**src/design/pvpc_pkg.sv**
```systemverilog
// Shared types, constants and tables of the phase vocoder peak combiner.
// No dependencies.
package pvpc_pkg;

  localparam int unsigned NUM_BINS   = 2048;
  localparam int unsigned ADDR_W     = $clog2(NUM_BINS);
  localparam int unsigned PH_W       = 16;
  localparam int unsigned IN_W       = 24;
  localparam int unsigned MAG_W      = 24;
  localparam int unsigned FREQ_W     = 16;
  localparam int unsigned LSUM_W     = 32;
  localparam int unsigned WSUM_W     = 56;
  localparam int unsigned BW_W       = 18;
  localparam int unsigned NUM_W      = ADDR_W + PH_W;
  localparam int unsigned FRAW_W     = NUM_W + BW_W + 1 - (PH_W + 8);
  localparam int unsigned CORDIC_W   = 35;
  localparam int unsigned ANG_W      = 32;
  localparam int unsigned CORDIC_STEPS = 28;
  localparam int unsigned SQRT_STEPS = MAG_W;
  localparam int unsigned DIV_STEPS  = FREQ_W;
  localparam int unsigned CFG_IDX_W  = 3;
  localparam int unsigned CFG_W      = 24;

  typedef enum logic [CFG_IDX_W-1:0] {
    REG_BIN_WIDTH = 3'd0,
    REG_FIRST_BIN = 3'd1,
    REG_BIN_LIMIT = 3'd2,
    REG_MIN_FREQ  = 3'd3,
    REG_MAX_FREQ  = 3'd4,
    REG_LEVEL_THR = 3'd5
  } cfg_reg_e;

  typedef struct packed {
    logic              load_in;
    logic              sq;
    logic              init;
    logic              step;
    logic              wr_phase;
    logic              fmul;
    logic              mulmag;
    logic              emit;
    logic              emit_last;
    logic              run_clear;
    logic              run_update;
    logic              div_init;
    logic              div_step;
    logic              clr_wr;
    logic [ADDR_W-1:0] idx;
  } cmd_t;

  typedef struct packed {
    logic bin_ok;
    logic fend;
    logic pass;
    logic mismatch;
    logic run_open;
    logic out_busy;
  } sts_t;

  // atan(2^-i) in 2^-32 turns
  function automatic logic [ANG_W-1:0] turn_angle(input logic [4:0] i);
    logic [ANG_W-1:0] a;
    unique case (i)
      5'd0:  a = 32'd536870912;
      5'd1:  a = 32'd316933406;
      5'd2:  a = 32'd167458907;
      5'd3:  a = 32'd85004756;
      5'd4:  a = 32'd42667331;
      5'd5:  a = 32'd21354465;
      5'd6:  a = 32'd10679838;
      5'd7:  a = 32'd5340245;
      5'd8:  a = 32'd2670163;
      5'd9:  a = 32'd1335087;
      5'd10: a = 32'd667544;
      5'd11: a = 32'd333772;
      5'd12: a = 32'd166886;
      5'd13: a = 32'd83443;
      5'd14: a = 32'd41722;
      5'd15: a = 32'd20861;
      5'd16: a = 32'd10430;
      5'd17: a = 32'd5215;
      5'd18: a = 32'd2608;
      5'd19: a = 32'd1304;
      5'd20: a = 32'd652;
      5'd21: a = 32'd326;
      5'd22: a = 32'd163;
      5'd23: a = 32'd81;
      5'd24: a = 32'd41;
      5'd25: a = 32'd20;
      5'd26: a = 32'd10;
      5'd27: a = 32'd5;
      default: a = '0;
    endcase
    return a;
  endfunction

endpackage

```
**src/design/pvpc_ctrl.sv**
```systemverilog
// Sequencer of the peak combiner: RAM clear sweep, per-bin step order.
// Depends on pvpc_pkg.
module pvpc_ctrl (
  input  logic           clk_i,
  input  logic           rst_ni,
  input  logic           in_valid_i,
  output logic           in_ready_o,
  input  pvpc_pkg::sts_t sts_i,
  output pvpc_pkg::cmd_t cmd_o
);
  import pvpc_pkg::*;

  typedef enum logic [12:0] {
    S_CLEAR = 13'h0001,
    S_IDLE  = 13'h0002,
    S_SQ    = 13'h0004,
    S_LOAD  = 13'h0008,
    S_ITER  = 13'h0010,
    S_PHASE = 13'h0020,
    S_FMUL  = 13'h0040,
    S_CHECK = 13'h0080,
    S_EMIT  = 13'h0100,
    S_UPD   = 13'h0200,
    S_DIVI  = 13'h0400,
    S_DIVS  = 13'h0800,
    S_FEND  = 13'h1000
  } state_e;

  state_e            state_q, state_d;
  logic [ADDR_W-1:0] cnt_q, cnt_d;

  always_comb begin
    state_d    = state_q;
    cnt_d      = cnt_q;
    cmd_o      = '0;
    cmd_o.idx  = cnt_q;
    in_ready_o = 1'b0;
    unique case (state_q)
      S_CLEAR: begin
        cmd_o.clr_wr = 1'b1;
        cnt_d        = cnt_q + 1'b1;
        if (cnt_q == ADDR_W'(NUM_BINS - 1)) state_d = S_IDLE;
      end
      S_IDLE: begin
        in_ready_o = 1'b1;
        if (in_valid_i) begin
          cmd_o.load_in = 1'b1;
          state_d       = S_SQ;
        end
      end
      S_SQ: begin
        cmd_o.sq = 1'b1;
        state_d  = sts_i.bin_ok ? S_LOAD : S_FEND;
      end
      S_LOAD: begin
        cmd_o.init = 1'b1;
        cnt_d      = '0;
        state_d    = S_ITER;
      end
      S_ITER: begin
        cmd_o.step = 1'b1;
        cnt_d      = cnt_q + 1'b1;
        if (cnt_q == ADDR_W'(CORDIC_STEPS - 1)) state_d = S_PHASE;
      end
      S_PHASE: begin
        cmd_o.wr_phase = 1'b1;
        state_d        = S_FMUL;
      end
      S_FMUL: begin
        cmd_o.fmul = 1'b1;
        state_d    = S_CHECK;
      end
      S_CHECK: begin
        cmd_o.mulmag = 1'b1;
        priority if (!sts_i.pass) state_d = S_FEND;
        else if (sts_i.run_open && sts_i.mismatch) state_d = S_EMIT;
        else state_d = S_UPD;
      end
      S_EMIT: begin
        if (!sts_i.out_busy) begin
          cmd_o.emit      = 1'b1;
          cmd_o.run_clear = 1'b1;
          state_d         = S_UPD;
        end
      end
      S_UPD: begin
        cmd_o.run_update = 1'b1;
        state_d          = S_DIVI;
      end
      S_DIVI: begin
        cmd_o.div_init = 1'b1;
        cnt_d          = '0;
        state_d        = S_DIVS;
      end
      S_DIVS: begin
        cmd_o.div_step = 1'b1;
        cnt_d          = cnt_q + 1'b1;
        if (cnt_q == ADDR_W'(DIV_STEPS - 1)) state_d = S_FEND;
      end
      S_FEND: begin
        if (sts_i.fend && sts_i.run_open) begin
          if (!sts_i.out_busy) begin
            cmd_o.emit      = 1'b1;
            cmd_o.emit_last = 1'b1;
            cmd_o.run_clear = 1'b1;
            state_d         = S_IDLE;
          end
        end else begin
          state_d = S_IDLE;
        end
      end
      default: state_d = S_IDLE;
    endcase
  end

  always_ff @(posedge clk_i or negedge rst_ni) begin
    if (!rst_ni) begin
      state_q <= S_CLEAR;
      cnt_q   <= '0;
    end else begin
      state_q <= state_d;
      cnt_q   <= cnt_d;
    end
  end

endmodule

```
**config.mk**
```make
export PLATFORM = sky130hd
export DESIGN_NAME = pvpc_ctrl
export DESIGN_NICKNAME = d
export VERILOG_FILES = /design/src/design/pvpc_pkg.sv /design/src/design/pvpc_ctrl.sv
export SDC_FILE = /design/constraint.sdc
export NUM_CORES = 1
export LEC_CHECK = 0
export BUFFER_PORTS_ARGS = -buffer_cell sky130_fd_sc_hd__buf_2
export CAP_MARGIN = 20
export CORE_MARGIN = 5
export CORE_UTILIZATION = 56
export CTS_BUF_LIST = sky130_fd_sc_hd__clkbuf_2 sky130_fd_sc_hd__clkbuf_4 sky130_fd_sc_hd__clkbuf_8
export CTS_CLUSTER_SIZE = 30
export DETAILED_ROUTE_END_ITERATION = 12
export PLACE_DENSITY = 0.9
export SYNTH_ARGS = -nofsm -noshare
export SYNTH_HDL_FRONTEND = slang
export SYNTH_SLANG_ARGS = --single-unit
```
**constraint.sdc**
```tcl
create_clock -name clk_i -period 2.3 [get_ports clk_i]
set_input_delay 0.115 -clock clk_i [delete_from_list [all_inputs] [get_ports clk_i]]
set_output_delay 0.115 -clock clk_i [all_outputs]
set_load 0.01 [all_outputs]
```
# Word level (Yosys, flattened, before mapping)
# Index checks and enable logic that the tools add are counted.
# totals
ff_bits,24
word_cells,62
# classes
add_sub_neg,1
n_eq_ne,22
n_mux,31
reduce_logical,6
# ops
op,n
case mux 13 bit (13 select lines),1
2-to-1 mux 13 bit,9
case mux 11 bit (2 select lines),1
2-to-1 mux 1 bit,15
equality test 13 x 1 -> 1 bit (second input constant),1
equality test 13 x 10 -> 1 bit (second input constant),1
equality test 13 x 11 -> 1 bit (second input constant),1
equality test 13 x 12 -> 1 bit (second input constant),1
equality test 13 bit (second input constant),1
equality test 13 x 2 -> 1 bit (second input constant),1
equality test 13 x 3 -> 1 bit (second input constant),1
equality test 13 x 4 -> 1 bit (second input constant),1
equality test 13 x 5 -> 1 bit (second input constant),1
equality test 13 x 6 -> 1 bit (second input constant),1
equality test 13 x 7 -> 1 bit (second input constant),1
equality test 13 x 8 -> 1 bit (second input constant),1
equality test 13 x 9 -> 1 bit (second input constant),1
adder 11 x 1 -> 11 bit (second input constant),1
equality test 11 bit (second input constant),1
equality test 11 x 4 -> 1 bit (second input constant),1
equality test 11 x 5 -> 1 bit (second input constant),1
2-to-1 mux 10 bit,1
!= test 2 bit (second input constant),5
2-to-1 mux 3 bit,2
other kinds (7),9

# Longest topological paths before layout
# Gate-level depths: netlist of run 1.
# logic_depth
depth_word,4
depth_mapped,7
depth_no_buf,6

# Least setup slack after synthesis of run 1
# Ideal clock, no wire load.
# synth_path
path_type,flip-flop to flip-flop
start,reg cnt_q[9]
end,reg state_q[12]
setup_time_ns,0.125
t_arrival_ns,1.876
required_ns,2.175
setup_slack_ns,0.299
path_stages_with_launch,6
n_path_buf,0
synth_period_minus_slack_ns,2.001
cell_sequence,dfrtp_1 -> or4_4 -> nor3_4 -> a21oi_2 -> nor4_4 -> mux2_4
# synth_between
elab_chain_cells,3
elab_cells_between_ends,7
classes_between,6 x eq/ne; 1 x reduce/logical
# synth_rtl
element,line_no,text
start: declaration,pvpc_ctrl.sv:30,"logic [ADDR_W-1:0] cnt_q, cnt_d;"
start signal: assignment,pvpc_ctrl.sv:122,cnt_q <= cnt_d;
"equality test 11 x 4 -> 1 bit, or another cell as far along",pvpc_ctrl.sv:98,if (cnt_q == ADDR_W'(DIV_STEPS - 1)) state_d = S_FEND;
!= test 2 bit (no source line),n/a,
AND reduction 6 bit (no source line) (*),n/a,
end signal: assignment,pvpc_ctrl.sv:121,state_q <= state_d;
end: declaration,pvpc_ctrl.sv:29,"state_e state_q, state_d;"
# Mark *: on every way between the ends. The rest lies on a longest branch, timed or not.
# A chain may end at the register's enable or synchronous reset.

==> insert_results.sql, run 1 <==
INSERT INTO impl_metrics (metric_group, metric, value, unit) VALUES
('floorplanning', 'start_util', '58.61', '%'),
('timing', 'slew_violations', '0', ''),
('timing', 'tightestPinTransition', '0.5407', 'ns'),
('yosys', 'synth_largest_area_cell', 'sky130_fd_sc_hd__dfrtp_1', ''),
('yosys', 'yosys-top-cells-count', 'sky130_fd_sc_hd__dfrtp_1 (23), sky130_fd_sc_hd__inv_1 (17), sky130_fd_sc_hd__mux2i_1 (15)', ''),
('yosys', 'share_of_the_synthesized_area_in_compound_gates_ao_oa_aoi_oai', '6.984', '%'),
('route', 'firstDrtPassIters', '5', ''),
('worst_setup_path', 'crit_path_top_delay_cell', 'sky130_fd_sc_hd__nor3_4', ''),
('worst_setup_path', 'crit_arrival', '2.01', 'ns'),
('clock_tree', 'tritoncts_buffer_count', '3', ''),
('clock_tree', 'clk_pin_slew_worst_paths', '0.12', 'ns'),
('clock_tree', 'tritoncts', 'done', ''),
('finish', 'antennaDiodeCount', '0', ''),
('worst_hold_path', 'timing.hold.worst.class', 'input port to flip-flop', ''),
('clock_tree', 'cts-resized-gates', '0', ''),
('timing', 'final.setup.tns', '0', 'ns'),
('worst_setup_path', 'setup.worst_path.class', 'flip-flop to output port', ''),
('timing', 'rsz0062_at_grt', 'no', ''),
('worst_setup_path', 'setup.worst_path.start_class', 'flip-flop', ''),
('clock_tree', 'clock_net_sink_count', '24', ''),
('finish', 'area.sequential', '601.8', 'sq um'),
('yosys', 'synth_xor_xnor_area_share', '1.074', '%'),
('yosys', 'synth_simple_gate_area_share', '37.07', '%'),
('finish', 'area_of_combinational_cells_with_multiple_inputs', '924.6', 'sq um'),
('yosys', 'synth.avg_cell_area', '9.704', 'sq um'),
('finish', 'layout-drive-gt1-share', '32.04', '%'),
('floorplanning', 'die_height', '63.96', 'microns'),
('yosys', 'yosysWarnings', '0', ''),
('timing', 'final.setup_skew', '0.004624', 'ns'),
('yosys', 'synth_area_leaders', 'sky130_fd_sc_hd__dfrtp_1 (35%), sky130_fd_sc_hd__mux2i_1 (9.2%), sky130_fd_sc_hd__inv_1 (3.9%)', ''),
('place', 'number_of_i_o_port_buffers', '34', ''),
('worst_setup_path', 'end_kind', 'output port', ''),
('clock_tree', 'clock_tree.buffer_depth', '2', ''),
('global_route', 'grt_antenna_before_repair', '0', ''),
('worst_setup_path', 'crit_cells', '4', ''),
('worst_setup_path', 'timing.critical_path.max_delay_family', 'simple AND/OR/NAND/NOR gates', ''),
('yosys', 'number_of_flops_mapped_to_enable_cells_by_yosys', '0', ''),
('global_route', 'first_global_vias', '1435', ''),
('yosys', 'post_synth_mux_area_share', '10.82', '%'),
('yosys', 'mappedNetlistNets', '178', ''),
('route', 'num_vias', '1384', ''),
('outcome', 'outcome', 'completed', ''),
('clock_tree', 'clock_tree.htree_level_count', '1', ''),
('yosys', 'synth_adder_area_share', '0.7675', '%'),
('route', 'drt-initial-drc-count', '76', ''),
('yosys', 'netlist_area', '1630', 'sq um'),
('timing', 'report.final.setup_viol', '0', ''),
('global_route', 'global_route_total_overflow', '0', ''),
('timing', 'final.period_utilization', '92.27', '%'),
('yosys', 'combinational_family_with_the_most_area_after_synthesis', 'simple AND/OR/NAND/NOR gates', ''),
('yosys', 'synth.ff_latch_count', '24', ''),
('route', 'route.detailed.drc', '0', ''),
('worst_setup_path', 'data_required_time_of_the_worst_path', '2.18', 'ns'),
('place', 'gp_congestion', '0.9000', ''),
('global_route', 'grt_start_max_net_pins', '25', ''),
('timing', 'timing.final.hold_violations', '0', ''),
('yosys', 'cells_after_synthesis', '168', ''),
('floorplanning', 'core_area', '2781', 'sq um'),
('route', 'wirelength', '3.530', 'mm'),
('worst_setup_path', 'critical_path_buf_inv_count', '1', ''),
('route', 'route.antenna.remaining_nets', '0', ''),
('finish', 'post_synthesis_to_final_layout_area_growth', '15.04', '%'),
('route', 'route.detailed.vias_per_inst', '5.840', ''),
('floorplanning', 'die_w', '63.96', 'microns'),
('timing', 'slew_headroom', '63.96', '%'),
('yosys', 'postSynth.topFlopCell', 'sky130_fd_sc_hd__dfrtp_1', ''),
('finish', 'layout.nets', '217', ''),
('yosys', 'yosysSeqAreaShare', '36.91', '%'),
('power_and_ir_drop', 'total_power', '1.162', 'mW'),
('worst_setup_path', 'worst_r2r_path_depth', '6', ''),
('global_route', 'grt_first_pass_wirelength', '6.251', 'mm');
## per-layer routing
metal / vias up / wire [microns] / GRT usage (%)
met5: - / 0 / 0
met4: 0 / 73 / 7.013
met3: 9 / 177 / 3.503
met2: 37 / 1765 / 32.29
met1: 667 / 1514 / 23.23
li1: 671 / - / -
## logic make-up (layout without fill, tap and decap cells)
group	Yosys count	count (layout)
adders and majority gates	1	1
DFF	24	24
AOI/OAI and AO/OA	13	13
and+or+nand+nor	89	89
xor gates and xnor gates	2	2
buffers and inverters	22	60
muxes	17	17
## flip-flops by register name (all words and copies together), names as in the netlist
signal,flops
state_q,13
cnt_q,11
## cell type report
| class | instances | area share, % |
|---|---|---|
| Tap cell | 31 | 2.068 |
| Sequential cell | 24 | 32.09 |
| Multi-Input combinational cell | 122 | 49.30 |
| Clock buffer | 4 | 1.935 |
| Inverter | 17 | 3.402 |
| Timing Repair Buffer | 39 | 11.21 |
## power breakdown
| group | switching, mW | internal, mW | total, mW |
|---|---|---|---|
| registers | 0.0530 | 0.457 | 0.510 |
| logic | 0.237 | 0.196 | 0.433 |
| clock network | 0.123 | 0.0966 | 0.219 |
## metrics by stage
step	setup slack, ns	utilization (%)	instance area (sq um)	hold WS, ns	std cells
global route	0.009189	67.43	1876	0.03761	237
global placement	0.3018	65.77	1829	0.1215	232
finish	0.1777	67.43	1876	0.04294	237
CTS	0.1650	67.43	1876	0.04101	237
detailed placement	0.2350	65.77	1829	0.1241	232
floorplan	0.2988	-	1630	-0.1806	168
## worst reg2reg max path, cell delays in order, from the launching register on
cell	delay [ns]
sky130_fd_sc_hd__dfrtp_1	0.42
sky130_fd_sc_hd__ha_1	0.23
sky130_fd_sc_hd__nand4_1	0.15
sky130_fd_sc_hd__nor3_1	0.42
sky130_fd_sc_hd__o32ai_4	0.18
sky130_fd_sc_hd__nor4_4	0.26
sky130_fd_sc_hd__mux2_4	0.33
## path summary, 6_finish.rpt
check | startpoint | end | slack (ns)
setup / recovery | state_q[10] | cmd_o[18] | 0.18
hold / removal | in_valid_i | state_q[2] | 0.04
setup reg to reg | cnt_q[0] | state_q[12] | 0.19
hold reg to reg | cnt_q[0] | cnt_q[0] | 0.53
max in group asynchronous | rst_ni | state_q[0] | 1.62
min in group asynchronous | rst_ni | state_q[8] | 0.31
## placed cells by master (no fill, tap or decap), drive strengths merged
master       Yosys  routed
ha               1       1
nor3b            5       5
mux2i           15      15
o22ai            1       1
a21oi            3       3
or2              3       3
a41o             1       1
clkbuf           0       4
xnor2            2       2
nor2            15      15
nand4b           1       1
nor4             4       4
nor4b            5       5
dlygate4sd3      0       1
buf              5      38
dfstp            1       1
o21ai            3       3
o32ai            1       1
nor2b            1       1
a31oi            1       1
a221o            1       1
a311oi           1       1
inv             17      17
nand2           14      14
dfrtp           23      23
mux2             2       2
o21a             1       1
nand3            9       9
nor3            12      12
or4              1       1
nand2b           4       4
and2             5       5
nand4           10      10
## repair_timing
action                     in CTS  in global routing
buffers inserted                0                  0
hold buffers                    1                  0
setup endpoints to repair       0                  1
hold endpoints to repair       23                  0
No activity file was read; power rests on OpenSTA's default activity.
==> run 2, diff against run 1 <==
--- a/config.mk
+++ b/config.mk
@@ -6,13 +6,13 @@
 export NUM_CORES = 1
 export LEC_CHECK = 0
 export BUFFER_PORTS_ARGS = -buffer_cell sky130_fd_sc_hd__buf_2
-export CAP_MARGIN = 20
 export CORE_MARGIN = 5
 export CORE_UTILIZATION = 56
 export CTS_BUF_LIST = sky130_fd_sc_hd__clkbuf_2 sky130_fd_sc_hd__clkbuf_4 sky130_fd_sc_hd__clkbuf_8
 export CTS_CLUSTER_SIZE = 30
 export DETAILED_ROUTE_END_ITERATION = 12
 export PLACE_DENSITY = 0.9
+export RECOVER_POWER = 50
 export SYNTH_ARGS = -nofsm -noshare
 export SYNTH_HDL_FRONTEND = slang
 export SYNTH_SLANG_ARGS = --single-unit
==> run 2 against run 1 <==
  * First-iteration DRC count grew 3.9%
  * Clock-buffer cell count unchanged
  * Sequential share of layout area grew 0.26 points
  * Fmax about the same
  * Clock skew up 0.00083 ns
  * Die area stayed put
  * Core utilization down 0.54 points
==> insert_results.sql, run 2 (same netlist as run 1, synthesis figures left out) <==
INSERT INTO impl_metrics (metric_group, metric, value, unit) VALUES
('route', 'average_routed_wire_per_standard_cell', '14.85', 'microns'),
('floorplanning', 'start_util', '58.61', '%'),
('timing', 'timing.fmax', '471.1', 'MHz'),
('worst_setup_path', 'timing.critical_path.max_delay_family', 'simple AND/OR/NAND/NOR gates', ''),
('floorplanning', 'core_area', '2781', 'sq um'),
('finish', 'layout_commonest_cell', 'sky130_fd_sc_hd__dfrtp_1', ''),
('timing', 'layout_min_cycle_time', '2.123', 'ns'),
('power_and_ir_drop', 'power_per_cell_area', '622.4', 'nW/um^2'),
('finish', 'finish.cell_count_without_fillers', '237', ''),
('floorplanning', 'fp.dieArea', '4090', 'sq um'),
('timing', 'rsz0062_at_grt', 'no', ''),
('finish', 'largest_registers', 'state_q x13, cnt_q x11', ''),
('place', 'post-dp-hpwl', '2.769', 'mm'),
('power_and_ir_drop', 'power.share.combinational', '37.0', '%'),
('finish', 'antennaDiodeCount', '0', ''),
('route', 'num_vias', '1382', ''),
('worst_setup_path', 'critical-path-max-stage-delay', '0.46', 'ns'),
('finish', 'layout.nets', '217', ''),
('worst_setup_path', 'end_kind', 'output port', ''),
('clock_tree', 'tritoncts', 'done', ''),
('worst_setup_path', 'crit_chain', 'nor3_4 > nand4_2 > nor3b_2 > buf_2', ''),
('clock_tree', 'cts_setup_buffers', '0', ''),
('finish', 'area.sequential', '601.8', 'sq um'),
('timing', 'slew_violations', '0', ''),
('route', 'route.detailed.vias_per_inst', '5.831', ''),
('finish', 'fillerInstances', '239', ''),
('finish', 'post_synthesis_to_final_layout_area_growth', '14.12', '%'),
('finish', 'largest_register', 'state_q', ''),
('floorplanning', 'die_w', '63.96', 'microns'),
('worst_setup_path', 'critical_path_buf_inv_count', '1', ''),
('global_route', 'grt_first_pass_wirelength', '6.251', 'mm'),
('worst_setup_path', 'data_required_time_of_the_worst_path', '2.18', 'ns'),
('power_and_ir_drop', 'power.clock.fraction', '19.0', '%'),
('timing', 'report.final.setup_viol', '0', ''),
('route', 'drt-initial-drc-count', '79', ''),
('worst_setup_path', 'crit_path_top_delay_cell', 'sky130_fd_sc_hd__nor3_4', ''),
('timing', 'final.setup.tns', '0', 'ns'),
('run', 'cap_viol_max_count', '0', ''),
('power_and_ir_drop', 'p_int', '746.6', 'uW'),
('finish', 'layout-drive-gt1-share', '26.21', '%'),
('clock_tree', 'tritoncts_buffer_count', '3', ''),
('outcome', 'outcome', 'completed', ''),
('finish', 'area_of_combinational_cells_with_multiple_inputs', '924.6', 'sq um'),
('timing', 'slew_headroom', '14.11', '%'),
('timing', 'final.period_utilization', '92.29', '%'),
('global_route', 'first_global_vias', '1435', ''),
('place', 'number_of_i_o_port_buffers', '34', ''),
('power_and_ir_drop', 'pwr-share-seq', '44.0', '%'),
('global_route', 'grt_start_max_net_pins', '25', ''),
('place', 'dp.cells', '232', ''),
('power_and_ir_drop', 'ir_worst_vdd', '442.4', 'uV'),
('clock_tree', 'insertion_delay', '0.31', 'ns'),
('timing', 'final.setup_skew', '0.005453', 'ns'),
('route', 'firstDrtPassIters', '6', ''),
('clock_tree', 'clock_net_sink_count', '24', ''),
('clock_tree', 'clk_pin_slew_worst_paths', '0.12', 'ns'),
('route', 'wirelength', '3.520', 'mm'),
('power_and_ir_drop', 'netSwitchingPower', '411.4', 'uW'),
('floorplanning', 'i_o_pins', '35', ''),
('worst_setup_path', 'setup.worst_path.start_class', 'flip-flop', ''),
('route', 'route.antenna.remaining_nets', '0', ''),
('worst_setup_path', 'setup.worst_path.class', 'flip-flop to output port', ''),
('timing', 'timing.final.hold_violations', '0', ''),
('clock_tree', 'clock_tree.buffer_depth', '2', ''),
('worst_setup_path', 'crit_fanout', '9', ''),
('place', 'gp_congestion', '0.9000', ''),
('global_route', 'globalRouteTotalUtil', '18.79', '%'),
('power_and_ir_drop', 'power.leakage', '0.9089', 'nW'),
('global_route', 'grt_antenna_before_repair', '0', ''),
('finish', 'mostFrequentLayoutCells', 'sky130_fd_sc_hd__dfrtp_1 (23), sky130_fd_sc_hd__buf_2 (22), sky130_fd_sc_hd__inv_1 (17)', ''),
('clock_tree', 'clock_tree.htree_level_count', '1', ''),
('finish', 'largest_register_ffs', '13', ''),
('worst_setup_path', 'crit_arrival', '2.01', 'ns'),
('timing', 'tightestPinTransition', '1.288', 'ns'),
('worst_hold_path', 'timing.hold.worst.class', 'input port to flip-flop', ''),
('global_route', 'global_route_total_overflow', '0', ''),
('route', 'route.detailed.drc', '0', ''),
('clock_tree', 'root_buffer', 'sky130_fd_sc_hd__clkbuf_4', ''),
('floorplanning', 'placementRows', '19', ''),
('power_and_ir_drop', 'swShare', '35.53', '%'),
('floorplanning', 'die_height', '63.96', 'microns');
## run 2: final timing paths
check / startpoint / cells after the start / to / slack [ns]
max: state_q[10] / 4 / cmd_o[18] / 0.18
min: in_valid_i / 2 / state_q[2] / 0.04
max reg2reg: cnt_q[0] / 6 / state_q[12] / 0.19
min reg2reg: cnt_q[0] / 1 / cnt_q[0] / 0.53
max in group asynchronous: rst_ni / 2 / state_q[2] / 0.95
min in group asynchronous: rst_ni / 2 / state_q[8] / 0.60
## run 2: worst reg2reg max path: cells and delay by family (launching register included)
kind,cells,cell delay [ns]
simple gates,3,0.83
flops,1,0.42
mux,1,0.33
fa+ha+maj,1,0.24
compound gates,1,0.18
## run 2: layout make-up
type / count / area share (%)
clock buffers: 4 / 1.950
inverters: 17 / 3.430
multi-input cells: 122 / 49.70
flip-flops and latches: 24 / 32.35
well taps: 31 / 2.085
repair buffers: 39 / 10.49
## run 2: repair_timing
item                                    4_1_cts  5_1_grt
endpoints found under the hold margin        23        0
hold buffers                                  1        0
endpoints found under the setup margin        0        1
gates resized for setup                       0        0
## run 2: power by group through the flow
stage	registers (mW)	clock network [mW]	logic (mW)
2_1_floorplan	0.515	0	0.305
3_3_place_gp	0.516	0	0.423
3_5_place_dp	0.518	0	0.434
4_1_cts	0.509	0.228	0.438
5_1_grt	0.517	0.251	0.475
6_report	0.510	0.220	0.428
## run 2: layer usage
metal / global-route usage (%) / share of wire, % / vias up
met4: 7.013 / 2.1 / 0
li1: - / - / 672
met5: 0 / 0 / -
met2: 32.29 / 51 / 40
met3: 3.503 / 6.2 / 9
met1: 23.23 / 41 / 661
## run 2: through the flow
stage | hold slack (ns) | power [mW] | util, % | instance area [sq um] | setup slack, ns
final | 0.04322 | 1.158 | 66.89 | 1861 | 0.1773
after global routing | 0.03761 | 1.243 | 66.89 | 1861 | 0.009189
after CTS | 0.04101 | 1.175 | 67.43 | 1876 | 0.1650
after detailed placement | 0.1241 | 0.9519 | 65.77 | 1829 | 0.2350
after global placement | 0.1215 | 0.9382 | 65.77 | 1829 | 0.3018
after floorplan | -0.1806 | 0.8203 | - | 1630 | 0.2988
